**src/utf8d_pkg.sv**
```systemverilog
// Shared types, constants and the leading-ones function for the UTF-8 stream decoder.
`default_nettype none

package utf8d_pkg;

  localparam int unsigned CpW        = 42;
  localparam int unsigned ByteW      = 8;
  localparam int unsigned RemW       = 3;
  localparam int unsigned OutqDepth  = 8;

  localparam logic [CpW-1:0]   ReplChar  = 42'h0_0000_FFFD;
  localparam logic [1:0]       ContTag   = 2'b10;
  localparam logic [3:0]       LeadAscii = 4'd0;
  localparam logic [3:0]       LeadCont  = 4'd1;

  typedef struct packed {
    logic [CpW-1:0] code_point;
    logic           malformed;
    logic           last_of_run;
  } result_t;

  // Up to two results per byte; res1 is used only together with res0.
  typedef struct packed {
    logic    push0;
    logic    push1;
    result_t res0;
    result_t res1;
  } push_t;

  // Count leading ones of a byte, 0 to 8.
  function automatic logic [3:0] lead_ones(input logic [ByteW-1:0] b);
    logic [3:0] n;
    logic       stop;
    n    = 4'd0;
    stop = 1'b0;
    for (int i = ByteW - 1; i >= 0; i--) begin
      if (!stop && b[i]) begin
        n = n + 4'd1;
      end else begin
        stop = 1'b1;
      end
    end
    return n;
  endfunction

endpackage

`default_nettype wire

```
**src/utf8d_core.sv**
```systemverilog
// Input register, sequence state and per-word decode into result pushes.
`default_nettype none

module utf8d_core (
  input  wire logic                        clk,
  input  wire logic                        rst_n,
  input  wire logic                        in_take,
  input  wire logic [utf8d_pkg::ByteW-1:0] in_byte,
  input  wire logic                        in_eot,
  output utf8d_pkg::push_t                 push
);

  logic                        vld_r;
  logic [utf8d_pkg::ByteW-1:0] byte_r;
  logic                        eot_r;
  logic [utf8d_pkg::RemW-1:0]  rem_r, rem_nxt;
  logic [utf8d_pkg::CpW-1:0]   part_r, part_nxt;

  logic [3:0]                  n;
  logic                        cont;
  logic [utf8d_pkg::ByteW-1:0] lead_payload;
  logic                        fr_emit;
  logic [utf8d_pkg::CpW-1:0]   fr_cp;
  logic                        fr_bad;
  logic [utf8d_pkg::CpW-1:0]   joined;

  always_ff @(posedge clk) begin
    if (!rst_n) begin
      vld_r <= 1'b0;
    end else begin
      vld_r <= in_take;
    end
  end

  always_ff @(posedge clk) begin
    if (in_take) begin
      byte_r <= in_byte;
      eot_r  <= in_eot;
    end
  end

  always_ff @(posedge clk) begin
    if (!rst_n) begin
      rem_r  <= '0;
      part_r <= '0;
    end else if (vld_r) begin
      rem_r  <= rem_nxt;
      part_r <= part_nxt;
    end
  end

  always_comb begin
    n            = utf8d_pkg::lead_ones(byte_r);
    cont         = (byte_r[7:6] == utf8d_pkg::ContTag);
    lead_payload = byte_r & (8'hFF >> (n + 4'd1));
    // Fresh decode: ASCII or a lone continuation gives a result, a lead starts a run.
    fr_emit      = (n == utf8d_pkg::LeadAscii) || (n == utf8d_pkg::LeadCont);
    fr_bad       = (n == utf8d_pkg::LeadCont);
    fr_cp        = fr_bad ? utf8d_pkg::ReplChar
                          : {{(utf8d_pkg::CpW-utf8d_pkg::ByteW){1'b0}}, byte_r};
    joined       = {part_r[utf8d_pkg::CpW-7:0], byte_r[5:0]};

    rem_nxt  = rem_r;
    part_nxt = part_r;
    push     = '0;

    if (eot_r) begin
      if (rem_r != '0) begin
        push.push0 = 1'b1;
        push.res0  = '{utf8d_pkg::ReplChar, 1'b1, 1'b1};
        rem_nxt    = '0;
        part_nxt   = '0;
      end
    end else if (rem_r != '0) begin
      if (cont) begin
        rem_nxt = rem_r - 3'd1;
        if (rem_r == 3'd1) begin
          push.push0 = 1'b1;
          push.res0  = '{joined, 1'b0, 1'b1};
          part_nxt   = '0;
        end else begin
          part_nxt = joined;
        end
      end else begin
        // Broken run: replacement first, then decode the word afresh.
        push.push0 = 1'b1;
        push.res0  = '{utf8d_pkg::ReplChar, 1'b1, !fr_emit};
        push.push1 = fr_emit;
        push.res1  = '{fr_cp, fr_bad, 1'b1};
        rem_nxt    = fr_emit ? '0 : utf8d_pkg::RemW'(n - 4'd1);
        part_nxt   = fr_emit ? '0
                             : {{(utf8d_pkg::CpW-utf8d_pkg::ByteW){1'b0}}, lead_payload};
      end
    end else begin
      push.push0 = fr_emit;
      push.res0  = '{fr_cp, fr_bad, 1'b1};
      rem_nxt    = fr_emit ? '0 : utf8d_pkg::RemW'(n - 4'd1);
      part_nxt   = fr_emit ? '0
                           : {{(utf8d_pkg::CpW-utf8d_pkg::ByteW){1'b0}}, lead_payload};
    end

    if (!vld_r) begin
      push = '0;
    end
  end

`ifndef SYNTHESIS
  a_two_means_repl: assert property (@(posedge clk) disable iff (!rst_n)
    push.push1 |-> (push.push0 && push.res0.malformed && !push.res0.last_of_run))
    else $error("second result without a leading replacement");

  a_eot_clears: assert property (@(posedge clk) disable iff (!rst_n)
    (vld_r && eot_r) |=> (rem_r == '0 && part_r == '0))
    else $error("end of text left a run pending");
`endif

endmodule

`default_nettype wire

```
**src/utf8d_outq.sv**
```systemverilog
// Result queue taking up to two results a cycle and giving one while pop_stall is low.
`default_nettype none

module utf8d_outq #(
  parameter int unsigned DEPTH = utf8d_pkg::OutqDepth
) (
  input  wire logic             clk,
  input  wire logic             rst_n,
  input  wire utf8d_pkg::push_t push,
  input  wire logic             pop_stall,
  output logic                  head_valid,
  output utf8d_pkg::result_t    head,
  output logic                  almost_full
);

  localparam int unsigned PtrW = (DEPTH > 1) ? $clog2(DEPTH) : 1;
  localparam int unsigned CntW = $clog2(DEPTH + 1);
  localparam logic [PtrW-1:0] LastIdx = PtrW'(DEPTH - 1);
  localparam logic [CntW-1:0] StallAt = CntW'(DEPTH - 4);

  utf8d_pkg::result_t mem_r [DEPTH];
  logic [PtrW-1:0] wr_r, wr_nxt, rd_r, wr1;
  logic [CntW-1:0] count_r, count_nxt;
  logic            pop;
  logic [1:0]      npush;

  function automatic logic [PtrW-1:0] inc(input logic [PtrW-1:0] p);
    return (p == LastIdx) ? '0 : p + PtrW'(1);
  endfunction

  always_comb begin
    wr1       = inc(wr_r);
    pop       = head_valid && !pop_stall;
    npush     = {1'b0, push.push0} + {1'b0, push.push1};
    wr_nxt    = push.push1 ? inc(wr1) : (push.push0 ? wr1 : wr_r);
    count_nxt = count_r + CntW'(npush) - CntW'(pop);
  end

  always_ff @(posedge clk) begin
    if (!rst_n) begin
      wr_r    <= '0;
      rd_r    <= '0;
      count_r <= '0;
    end else begin
      wr_r    <= wr_nxt;
      count_r <= count_nxt;
      if (pop) begin
        rd_r <= inc(rd_r);
      end
    end
  end

  always_ff @(posedge clk) begin
    if (push.push0) begin
      mem_r[wr_r] <= push.res0;
    end
    if (push.push1) begin
      mem_r[wr1] <= push.res1;
    end
  end

  assign head_valid  = (count_r != '0);
  assign head        = mem_r[rd_r];
  assign almost_full = (count_r > StallAt);

`ifndef SYNTHESIS
  a_no_overflow: assert property (@(posedge clk) disable iff (!rst_n)
    ({1'b0, count_r} + (CntW+1)'(npush) - (CntW+1)'(pop)) <= (CntW+1)'(DEPTH))
    else $error("result queue overflow");

  a_count_step: assert property (@(posedge clk) disable iff (!rst_n)
    pop |=> (count_r <= $past(count_r) + CntW'(1)))
    else $error("queue count rose by two while draining");
`endif

endmodule

`default_nettype wire

```
**src/utf8_stream_decoder.sv**
```systemverilog
// Top level of the byte-serial UTF-8 decoder: input register, decode, result queue.
//
//   channel  dir  handshake          payload
//   in_      in   in_valid/in_stall  in_byte_in[7:0], in_end_of_text
//   out_     out  out_valid/out_stall out_code_point[41:0], out_malformed,
//                                     out_last_of_run
//
// One word is accepted per cycle while in_stall is low; its results are decoded in
// the cycle after acceptance and land in the result queue. A word gives zero, one
// or two results; the output drains one a cycle while out_stall is low, so a run
// of two-result words is limited by the output port. Stall the input once the
// queue holds more than DEPTH-4 entries.
// Reset (rst_n low, synchronous) clears the pending sequence and empties the queue.
`default_nettype none

module utf8_stream_decoder #(
  parameter int unsigned DEPTH = utf8d_pkg::OutqDepth
) (
  input  wire logic                        clk,
  input  wire logic                        rst_n,
  input  wire logic                        in_valid,
  output logic                             in_stall,
  input  wire logic [utf8d_pkg::ByteW-1:0] in_byte_in,
  input  wire logic                        in_end_of_text,
  output logic                             out_valid,
  input  wire logic                        out_stall,
  output logic [utf8d_pkg::CpW-1:0]        out_code_point,
  output logic                             out_malformed,
  output logic                             out_last_of_run
);

  utf8d_pkg::push_t   push;
  utf8d_pkg::result_t head;
  logic               in_take;
  logic               almost_full;

  // Hold the input while the queue may not absorb two more words' results.
  assign in_stall = almost_full;
  assign in_take  = in_valid && !in_stall;

  utf8d_core u_core (
    .clk     (clk),
    .rst_n   (rst_n),
    .in_take (in_take),
    .in_byte (in_byte_in),
    .in_eot  (in_end_of_text),
    .push    (push)
  );

  utf8d_outq #(
    .DEPTH (DEPTH)
  ) u_outq (
    .clk         (clk),
    .rst_n       (rst_n),
    .push        (push),
    .pop_stall   (out_stall),
    .head_valid  (out_valid),
    .head        (head),
    .almost_full (almost_full)
  );

  assign out_code_point  = head.code_point;
  assign out_malformed   = head.malformed;
  assign out_last_of_run = head.last_of_run;

endmodule

`default_nettype wire
```
**config.mk**
```make
export PLATFORM = sky130hd
export DESIGN_NAME = utf8_stream_decoder
export DESIGN_NICKNAME = d
export VERILOG_FILES = /design/src/utf8d_pkg.sv /design/src/utf8d_core.sv /design/src/utf8d_outq.sv /design/src/utf8_stream_decoder.sv
export SDC_FILE = /design/constraint.sdc
export NUM_CORES = 1
export LEC_CHECK = 0
export ABC_CLOCK_PERIOD_IN_PS = 8109
export BUFFER_PORTS_ARGS = -buffer_cell sky130_fd_sc_hd__buf_2
export CORE_ASPECT_RATIO = 0.6
export CORE_UTILIZATION = 63
export CTS_CLUSTER_SIZE = 10
export DETAILED_ROUTE_END_ITERATION = 8
export GPL_TIMING_DRIVEN = 1
export PLACE_DENSITY_LB_ADDON = 0.05
export SYNTH_ARGS = -nofsm -noshare
export SYNTH_HDL_FRONTEND = slang
export SYNTH_SLANG_ARGS = --single-unit
export TNS_END_PERCENT = 5
```
**constraint.sdc**
```tcl
create_clock -name clk -period 8.11 [get_ports clk]
set_clock_uncertainty 0.15 [all_clocks]
set_input_delay 2.0275 -clock clk [delete_from_list [all_inputs] [get_ports clk]]
set_output_delay 2.0275 -clock clk [all_outputs]
set_load 0.005 [all_outputs]
```
* Word-level counts from Yosys, hierarchy flattened
Memories as Yosys holds them, arrays and structs flattened. A register that Yosys moved wholly into a read port is not among the register bits.
Index checks and enable logic that the tools add are counted.
** Operators by class
- Magnitude comparators :: 1
- Bitwise operators :: 1
- Muxes and demuxes :: 55
- Shift-type cells :: 1
- Divide/modulo/power cells :: 0
- Eq/ne operators :: 7
- Reduce and logical (&&, ||, !) cells :: 24
- Add/subtract/negate cells :: 16
- Multipliers :: 0
** Operators with widths (number)
- 44-bit two-way mux :: 7
- 36-bit two-way mux :: 5
- 90-bit two-way mux :: 1
- 3-bit two-way mux :: 12
- 4-bit by 1-bit adder with 4-bit output, second input constant :: 7
- 4-bit two-way mux :: 7
- 1-bit two-way mux :: 20
- 18-bit two-way mux :: 1
- 16-bit two-way mux :: 1
- 3-bit by 1-bit adder with 3-bit output, second input constant :: 3
- 3-bit == test, second input constant :: 3
- 1-bit logical AND :: 9
- 1-bit logical NOT :: 9
- 8-bit bitwise AND :: 1
- 8-bit two-way mux :: 1
- 8-bit by 4-bit right shift with 8-bit output, first input constant :: 1
- 3-bit by 1-bit subtractor with 3-bit output, second input constant :: 2
- 4-bit by 2-bit adder with 4-bit output :: 1
- 4-bit by 1-bit == test with 1-bit output, second input constant :: 1
- 4-bit by 3-bit greater-than comparator with 1-bit output, second input constant :: 1
- 4-bit logical NOT :: 1
- 4-bit nonzero test :: 1
- 4-bit by 1-bit subtractor with 4-bit output :: 1
- 3-bit by 1-bit == test with 1-bit output, second input constant :: 1
- other kinds (8) :: 8
** Storage, ports and cells
- Memories :: 1
- Latch bits :: 0
- Word-level logic and storage cells :: 114
- Output and inout bits :: 46
- RAM bits :: 352
- Register bits after elaboration :: 59
- Bits in read-only memories :: 0
** Memories
- u_outq.mem_r :: depth 8, width 44, rd ports 1, clocked after Yosys merged registers in 1, write ports 2, line utf8d_outq.sv:21 : utf8d_pkg::result_t mem_r [DEPTH];

* Longest topological paths before layout
Gate-level depths: netlist of the first run.
- Word-level depth :: 30
- Mapped depth :: 38
- Mapped depth without buffers :: 36

* Modules after synthesis
From an unflattened synthesis of the first run, not the netlist that was laid out.
** Second synthesis, totals
- Cells, all modules :: 1384
- Area, all modules :: 21662.0 sq um
** Modules (own cells, without submodules)
- utf8d_outq :: times used 1, area an instance 18477.7 sq um, cells each 1008
- utf8d_core :: times used 1, area an instance 3170.5 sq um, cells each 375
- utf8_stream_decoder :: times used 1, area an instance 13.8 sq um, cells each 1

* Least setup slack after synthesis of the first run
OpenSTA, ideal clock, no wires.
- Kind :: register to register
- From :: register u_core.byte_r[6] in the netlist's numbering
- To :: register u_outq.count_r[2]
- Period minus slack after synthesis :: 7.342 ns
- Data required time :: 7.845 ns
- Data arrival time :: 7.077 ns
- Cell stages (with the launch flop) :: 37
- Setup time :: 0.115 ns
- Path slack :: 0.768 ns
- Path through :: edfxtp_1 -> buf_2 -> inv_1 -> nand2_1 -> inv_1 -> ha_1 -> o21a_1 -> ha_1 -> nand2_1 -> a31oi_1 -> ha_1 -> a21o_1 -> ha_1 -> mux2_2 -> a21o_1 -> ha_1 -> mux2i_1 -> nand2_1 -> a31oi_1 -> inv_1 -> ha_1 -> nor2_1 -> a21oi_1 -> inv_1 -> ha_1 -> nor2_1 -> nor2_1 -> o21ai_0 -> a311oi_2 -> or2_1 -> buf_2 -> inv_1 -> ha_1 -> fa_1 -> fa_1 -> xnor2_1 -> and2_1
** Between the ends
- Cells in the longest elaborated chain, start to end :: 29
** Ends and longest elaborated chain
- from (decl) :: line utf8d_core.sv:14 : logic [utf8d_pkg::ByteW-1:0] byte_r;
- from (signal assigned) :: line utf8d_core.sv:37 : byte_r <= in_byte;
- parallel branches: the longest is 25 deep, another holds 4-bit by 1-bit adder with 4-bit output
- 90-bit two-way mux * :: line utf8d_core.sv:102 : if (!vld_r) begin
- 1-bit by 1-bit adder with 2-bit output * :: line utf8d_outq.sv:34 : npush = {1'b0, push.push0} + {1'b0, push.push1};
- 4-bit by 2-bit adder with 4-bit output * :: line utf8d_outq.sv:36 : count_nxt = count_r + CntW'(npush) - CntW'(pop);
- 4-bit by 1-bit subtractor with 4-bit output * :: line utf8d_outq.sv:36
- to (signal assigned) :: line utf8d_outq.sv:46 : count_r <= count_nxt;
- to (decl) :: line utf8d_outq.sv:23 : logic [CntW-1:0] count_r, count_nxt;
Mark *: on every way between the ends.
A chain may end at the register's enable or synchronous reset.

* Worst setup path after layout of the first run
Ends and elaborated chain as after synthesis.

==> impl_metrics.env, run 1 <==
export IMPL_status="completed"
export IMPL_die_area_um2=31800
export IMPL_antennaDiodeCount=0
export IMPL_clockRootBuffer="clkbuf_16"
export IMPL_startpoint="u_core.byte_r[6]$_DFFE_PP_"
export IMPL_drtIter0Drc=1897
export IMPL_rows=49
export IMPL_layout_drive_gt1_share_pct=18.9
export IMPL_dr_pass1_iters=6
export IMPL_power_density_nw_per_um2=230
export IMPL_synth_top_area_cell="dfxtp_1"
export IMPL_cts_htree_levels=2
export IMPL_cts_tree="yes"
export IMPL_grt_setup_unrepaired="no"
export IMPL_coreArea_um2=30300
export IMPL_p_leak_uw=0.00961
export IMPL_drc=0
export IMPL_path_common_cell="ha_1"
export IMPL_die_h_um=139
export IMPL_clockBufferDepth=3
export IMPL_io_pins=59
export IMPL_clock_sinks=414
export IMPL_slowest_stage="fa_1"
export IMPL_drt_total_wl_mm=54.7
export IMPL_switchingPower_uw=1370
export IMPL_r2r_end="u_outq.count_r[2]$_SDFF_PN0_"
export IMPL_ys_dominant_reg_cell="dfxtp_1"
export IMPL_hold_violations=0
export IMPL_synth_edf_count=153
export IMPL_routed_via_density=6.82
export IMPL_utilization_pct=71.6
export IMPL_tightest_slew_ps=1260
export IMPL_synth_top_area_share_pct=26.7
export IMPL_die_w_um=230
export IMPL_synth_cells=1704
export IMPL_hp_class="register to register"
export IMPL_ys_seq_elements=414
export IMPL_crit_type="register to register"
export IMPL_synth_distinct_cells=60
export IMPL_synth_warnings=0
export IMPL_worstRegToRegCells=34
export IMPL_maxCapViolations=0
export IMPL_switching_share_pct=27.4
export IMPL_r2r_slack_ps=490
export IMPL_grt_max_degree=51
export IMPL_finalCriticalPeriod_ps=7620
export IMPL_grt_pass1_vias=14100
export IMPL_async_flop_share_pct=0
export IMPL_period_share_pct=94.0
export IMPL_initial_core_util_pct=64.7
export IMPL_end_kind="register"
export IMPL_wl_per_cell_um=25.6
export IMPL_hold_buffers=0
export IMPL_syn_num_nets=1743
export IMPL_endpoint="u_outq.count_r[2]$_SDFF_PN0_"
export IMPL_finalSetupViolations=0
export IMPL_synth_area_leaders="dfxtp_1 27%, edfxtp_1 23%, mux2i_1 11%"
export IMPL_crit_required_ps=8410
export IMPL_grt_antenna_before_repair=0
export IMPL_slew_viol_final=0
export IMPL_crit_reg2reg_launch="u_core.byte_r[6]$_DFFE_PP_"
export IMPL_syn_area_per_cell_um2=11.5
export IMPL_crit_fanout=10
export IMPL_grt_first_pass_wirelength_mm=84.6
export IMPL_dp_final_hpwl_mm=35.1
export IMPL_clk_latency_ps=550
export IMPL_pwr_share_seq_pct=46.2
export IMPL_max_freq_ghz=0.131
export IMPL_synth_area_um2=19600
export IMPL_max_stage_delay_ps=440
export IMPL_num_vias=14600
export IMPL_syn2layout_area_growth_pct=10.6
export IMPL_power_frac_comb_pct=16.2
export IMPL_grt_overflow=0
export IMPL_slew_headroom_pct=15.7
export IMPL_arrival_ps=7920
export IMPL_clkPwrFrac_pct=37.6
export IMPL_ys_seq_area_share_pct=50.1
export IMPL_startpoint_type="register"
export IMPL_cts_inserted_buffers=47
export IMPL_p_int_uw=3620
export IMPL_ant_nets=0
export IMPL_port_buffers=58
export IMPL_nets=1756
export IMPL_clk_pin_slew_worst_paths_ps=50
export IMPL_setup_tns_ps=0
export IMPL_ir_drop_mv=0.352
export IMPL_gp_congestion=0.991
export IMPL_track_usage_pct=34.7
[metrics by stage]
stage	cells	instance area, um^2	power (uW)	hold WS [ps]	worst slack, ps
floorplan	1704	19600	2880	308	768
global placement	2073	20300	3110	319	388
detailed placement	2073	20300	3130	331	150
CTS	2134	21600	4980	343	131
global route	2137	21700	5150	364	46.2
finish	2137	21700	4980	340	485
[registers in the layout, summed over array words and instances, names as in the netlist, named ones only]
| signal | count |
|---|---|
| u_core.byte_r | 8 |
| u_core.eot_r | 1 |
| u_core.part_r | 36 |
| u_core.rem_r | 3 |
| u_core.vld_r | 1 |
| u_outq.count_r | 4 |
| u_outq.mem_r | 352 |
| u_outq.rd_r | 3 |
| u_outq.wr_r | 3 |
[cell usage after synthesis (6+ instances only)]
cell type	n
buf_2	33
o21ai_0	32
inv_1	27
mux4_2	88
mux2i_1	212
dfxtp_1	261
a31oi_1	6
a21oi_1	16
clkbuf_1	84
buf_1	20
edfxtp_1	153
ha_1	24
nor2_1	231
nand3_1	27
nor3_1	7
o21ai_1	24
a22oi_1	60
nand2b_1	9
a21boi_0	7
o211ai_1	38
nand2_1	66
nand4_1	7
a21o_1	14
mux2_2	45
o22ai_1	68
nor2b_1	38
and2_1	35
[worst max-delay path, delay by kind of cell, from the launching register on]
kind	cells	cell delay, ps
AOI/OAI and AO/OA	8	1650
muxes	2	430
and+or+nand+nor	8	930
xor gates and xnor gates	1	130
adders and majority gates	10	3300
buffers and inverters	5	500
DFF	1	430
[kinds of logic after synthesis]
family	share of synthesized area, %
mux	23.5
fa+ha+maj	1.74
flops	50.1
compound gates	10.1
xor+xnor	0.313
simple gates	10.8
buf+inv	3.40
[power by group through the flow]
stage | logic, uW | clock network (uW) | registers, uW
floorplan | 621 | 0 | 2260
global placement | 764 | 0 | 2350
detailed placement | 777 | 0 | 2350
CTS | 781 | 1890 | 2310
global route | 866 | 1970 | 2310
finish | 805 | 1870 | 2300
[layer usage]
metal / share of wire, % / GRT usage (%) / up-vias
met5: 0 / 0 / -
met4: 2.0 / 8.21 / 0
met3: 13 / 11.0 / 103
met2: 41 / 47.5 / 907
met1: 44 / 53.1 / 7230
li1: - / - / 6341
[worst min-delay path by stage]
stage,startpoint,endpoint,depth (start not counted)
floorplan,u_outq.mem_r[1][18]$_SDFFE_PP0P_,u_outq.mem_r[1][18]$_SDFFE_PP0P_,2
global placement,u_outq.mem_r[7][35]$_SDFFE_PP0N_,u_outq.mem_r[7][35]$_SDFFE_PP0N_,2
detailed placement,u_outq.mem_r[6][21]$_SDFFE_PP0N_,u_outq.mem_r[6][21]$_SDFFE_PP0N_,2
CTS,u_outq.mem_r[6][21]$_SDFFE_PP0N_,u_outq.mem_r[6][21]$_SDFFE_PP0N_,2
global route,u_outq.mem_r[1][32]$_SDFFE_PP0P_,u_outq.mem_r[1][32]$_SDFFE_PP0P_,2
finish,u_outq.mem_r[2][19]$_SDFFE_PP0N_,u_outq.mem_r[2][19]$_SDFFE_PP0N_,2
[what timing repair did]
action | CTS | global route
setup endpoints to repair | 0 | 78
resized for setup | 0 | 6
buffers inserted | 0 | 3
hold endpoints to repair | 0 | 0
[cell usage in the layout, fill, tap and decap left out, types with 5 or more instances in the layout]
cell type	n
dfxtp_1	258
nor2_1	225
mux2i_1	212
edfxtp_1	153
mux4_2	88
o22ai_1	68
nand2_1	65
a22oi_1	60
buf_2	58
clkbuf_16	49
mux2_2	45
buf_4	43
nor2b_1	38
o211ai_1	38
and2_1	35
o21ai_0	31
inv_1	27
nand3_1	27
ha_1	24
o21ai_1	17
a21o_1	14
a21oi_1	11
clkbuf_1	10
nand2b_1	9
o21ai_4	8
a21boi_0	7
nand4_1	7
nor3_1	7
nor2_2	6
and3_1	5
a31oi_1	5
or2_2	5
xnor2_1	5
[final cells by class]
| class | instances | area [um^2] |
|---|---|---|
| inverters | 27 | 101 |
| repair buffers | 103 | 653 |
| clock inverters | 2 | 25.0 |
| clock buffers | 59 | 1260 |
| multi-input cells | 1124 | 9290 |
| well taps | 408 | 510 |
| flip-flops and latches | 414 | 9830 |
| fillers | 2185 | 8610 |
Note: power is estimated with default switching activity, not from simulation.
==> inputs of run 2 (changes only) <==
ABC_CLOCK_PERIOD_IN_PS = 6100   (was 8109)
CORE_UTILIZATION = 56   (was 63)
clock period = 6.1 ns   (was 8.11 ns; I/O delays follow)
==> impl_metrics.env, run 2 (synthesis gave the netlist of run 1 again) <==
export IMPL_status="finished with violations"
export IMPL_violations="setup timing"
export IMPL_ant_nets=0
export IMPL_top_regs="u_outq.mem_r (352), u_core.part_r (36), u_core.byte_r (8)"
export IMPL_whs_ps=340
export IMPL_coreArea_um2=34100
export IMPL_ir_drop_mv=0.288
export IMPL_grt_setup_unrepaired="yes"
export IMPL_largest_register_ffs=352
export IMPL_place_inst=2201
export IMPL_p_leak_uw=0.0103
export IMPL_grt_antenna_before_repair=3
export IMPL_hold_violations=0
export IMPL_wl_met1_mm=25.9
export IMPL_clock_sinks=414
export IMPL_max_freq_ghz=0.157
export IMPL_clk_pin_slew_worst_paths_ps=60
export IMPL_clockBufferDepth=3
export IMPL_clk_latency_ps=560
export IMPL_slowest_stage="edfxtp_1"
export IMPL_maxCapViolations=0
export IMPL_cts_inserted_buffers=47
export IMPL_wl_met2_mm=24.3
export IMPL_hp_class="register to register"
export IMPL_die_w_um=243
export IMPL_finalSetupViolations=14
export IMPL_crit_fanout=3
export IMPL_tightest_slew_ps=947
export IMPL_gp_congestion=0.977
export IMPL_regMostFlops="u_outq.mem_r"
export IMPL_crit_family="adder cells"
export IMPL_grt_overflow=0
export IMPL_layout_commonest_cell="dfxtp_1"
export IMPL_crit_type="register to register"
export IMPL_dp_final_hpwl_mm=37.2
export IMPL_highest_layer="met5"
export IMPL_end_kind="register"
export IMPL_drc=0
export IMPL_max_stage_delay_ps=470
export IMPL_cts_htree_levels=2
export IMPL_die_area_um2=35800
export IMPL_period_share_pct=105
export IMPL_finalCriticalPeriod_ps=6390
export IMPL_power_density_nw_per_um2=295
export IMPL_hold_buffers=0
export IMPL_drtIter0Drc=2004
export IMPL_nets=1857
export IMPL_path_buf_inv=5
export IMPL_path_common_cell="ha_4"
export IMPL_grt_max_degree=68
export IMPL_routed_via_density=6.49
export IMPL_clockRootBuffer="clkbuf_16"
export IMPL_startpoint_type="register"
export IMPL_die_h_um=147
export IMPL_initial_core_util_pct=57.5
export IMPL_grt_pass1_vias=14600
export IMPL_utilization_pct=68.7
export IMPL_dr_pass1_iters=6
export IMPL_slew_headroom_pct=36.9
export IMPL_met3WireLength_mm=7.01
export IMPL_layout_drive_gt1_share_pct=26.3
export IMPL_grt_first_pass_wirelength_mm=88.3
export IMPL_rows=52
export IMPL_crit_required_ps=6400
export IMPL_slew_viol_final=0
export IMPL_setup_tns_ps=-1580
export IMPL_setup_slack_ps=-286
export IMPL_cts_tree="yes"
export IMPL_io_pins=59
export IMPL_arrival_ps=6690
export IMPL_final_cells=2290
export IMPL_track_usage_pct=32.5
export IMPL_port_buffers=58
export IMPL_wl_per_cell_um=25.3
export IMPL_drt_total_wl_mm=58.0
export IMPL_layout_common_cells="258 x dfxtp_1, 223 x nor2_1, 211 x mux2i_1, 153 x edfxtp_1, 95 x buf_4"
export IMPL_num_vias=14900
export IMPL_syn2layout_area_growth_pct=19.6
## run 2: cell count changes in the layout (fill, tap and decap cells not counted), sizes merged
cell and delta:
diode +1, buf +98, clkbuf +3
## run 2: cell type report
class	instances	area [um^2]
Sequential cell	414	9830
Multi-Input combinational cell	1124	9670
Fill cell	2556	10700
Timing Repair Buffer	204	1950
Clock inverter	2	25.0
Inverter	27	109
Antenna cell	1	2.50
Tap cell	459	574
Clock buffer	59	1260
## run 2: worst reg2reg max path: cells and delay by family, from the launching register on
| family | cells | cell delay, ps |
|---|---|---|
| XOR/XNOR | 1 | 120 |
| flip-flops | 1 | 470 |
| multiplexers | 2 | 380 |
| AO/OA/AOI/OAI | 8 | 1390 |
| adder cells (fa/ha/maj) | 10 | 2530 |
| buffers and inverters | 5 | 400 |
| AND/OR/NAND/NOR | 8 | 840 |
## run 2: through the flow
step | worst slack, ps | cell area, um^2 | total power, uW
detailed placement | -458 | 21500 | 4330
finish | -286 | 23400 | 6910
global route | -539 | 23400 | 7150
CTS | -233 | 23000 | 6840
floorplan | -532 | 19800 | 3870
global placement | -277 | 21500 | 4300
## run 2: what timing repair did
action | in CTS | in global routing
resized for setup | 17 | 74
setup endpoints to repair | 297 | 509
gates cloned | 0 | 3
pin swaps | 12 | 45
buffers inserted | 16 | 12
## run 2: final timing paths
kind,startpoint,end,slack (ps),cells past startpoint
setup reg to reg,u_core.byte_r[6]$_DFFE_PP_,u_outq.count_r[2]$_SDFF_PN0_,-290,34
hold / removal,u_outq.mem_r[1][26]$_SDFFE_PP0P_,u_outq.mem_r[1][26]$_SDFFE_PP0P_,340,2
hold reg to reg,u_outq.mem_r[1][26]$_SDFFE_PP0P_,u_outq.mem_r[1][26]$_SDFFE_PP0P_,340,2
setup / recovery,u_core.byte_r[6]$_DFFE_PP_,u_outq.count_r[2]$_SDFF_PN0_,-290,34
## run 2: metal layers
layer	global-route usage, %	vias up
met5	0	-
met1	48.9	7397
met2	46.4	853
met3	9.54	66
li1	-	6547
met4	6.07	2
## run 2: power by group
group          internal [uW]  total [uW]  switching [uW]
Combinational            633        1370             741
Clock                   1430        2490            1060
Sequential              2920        3040             123
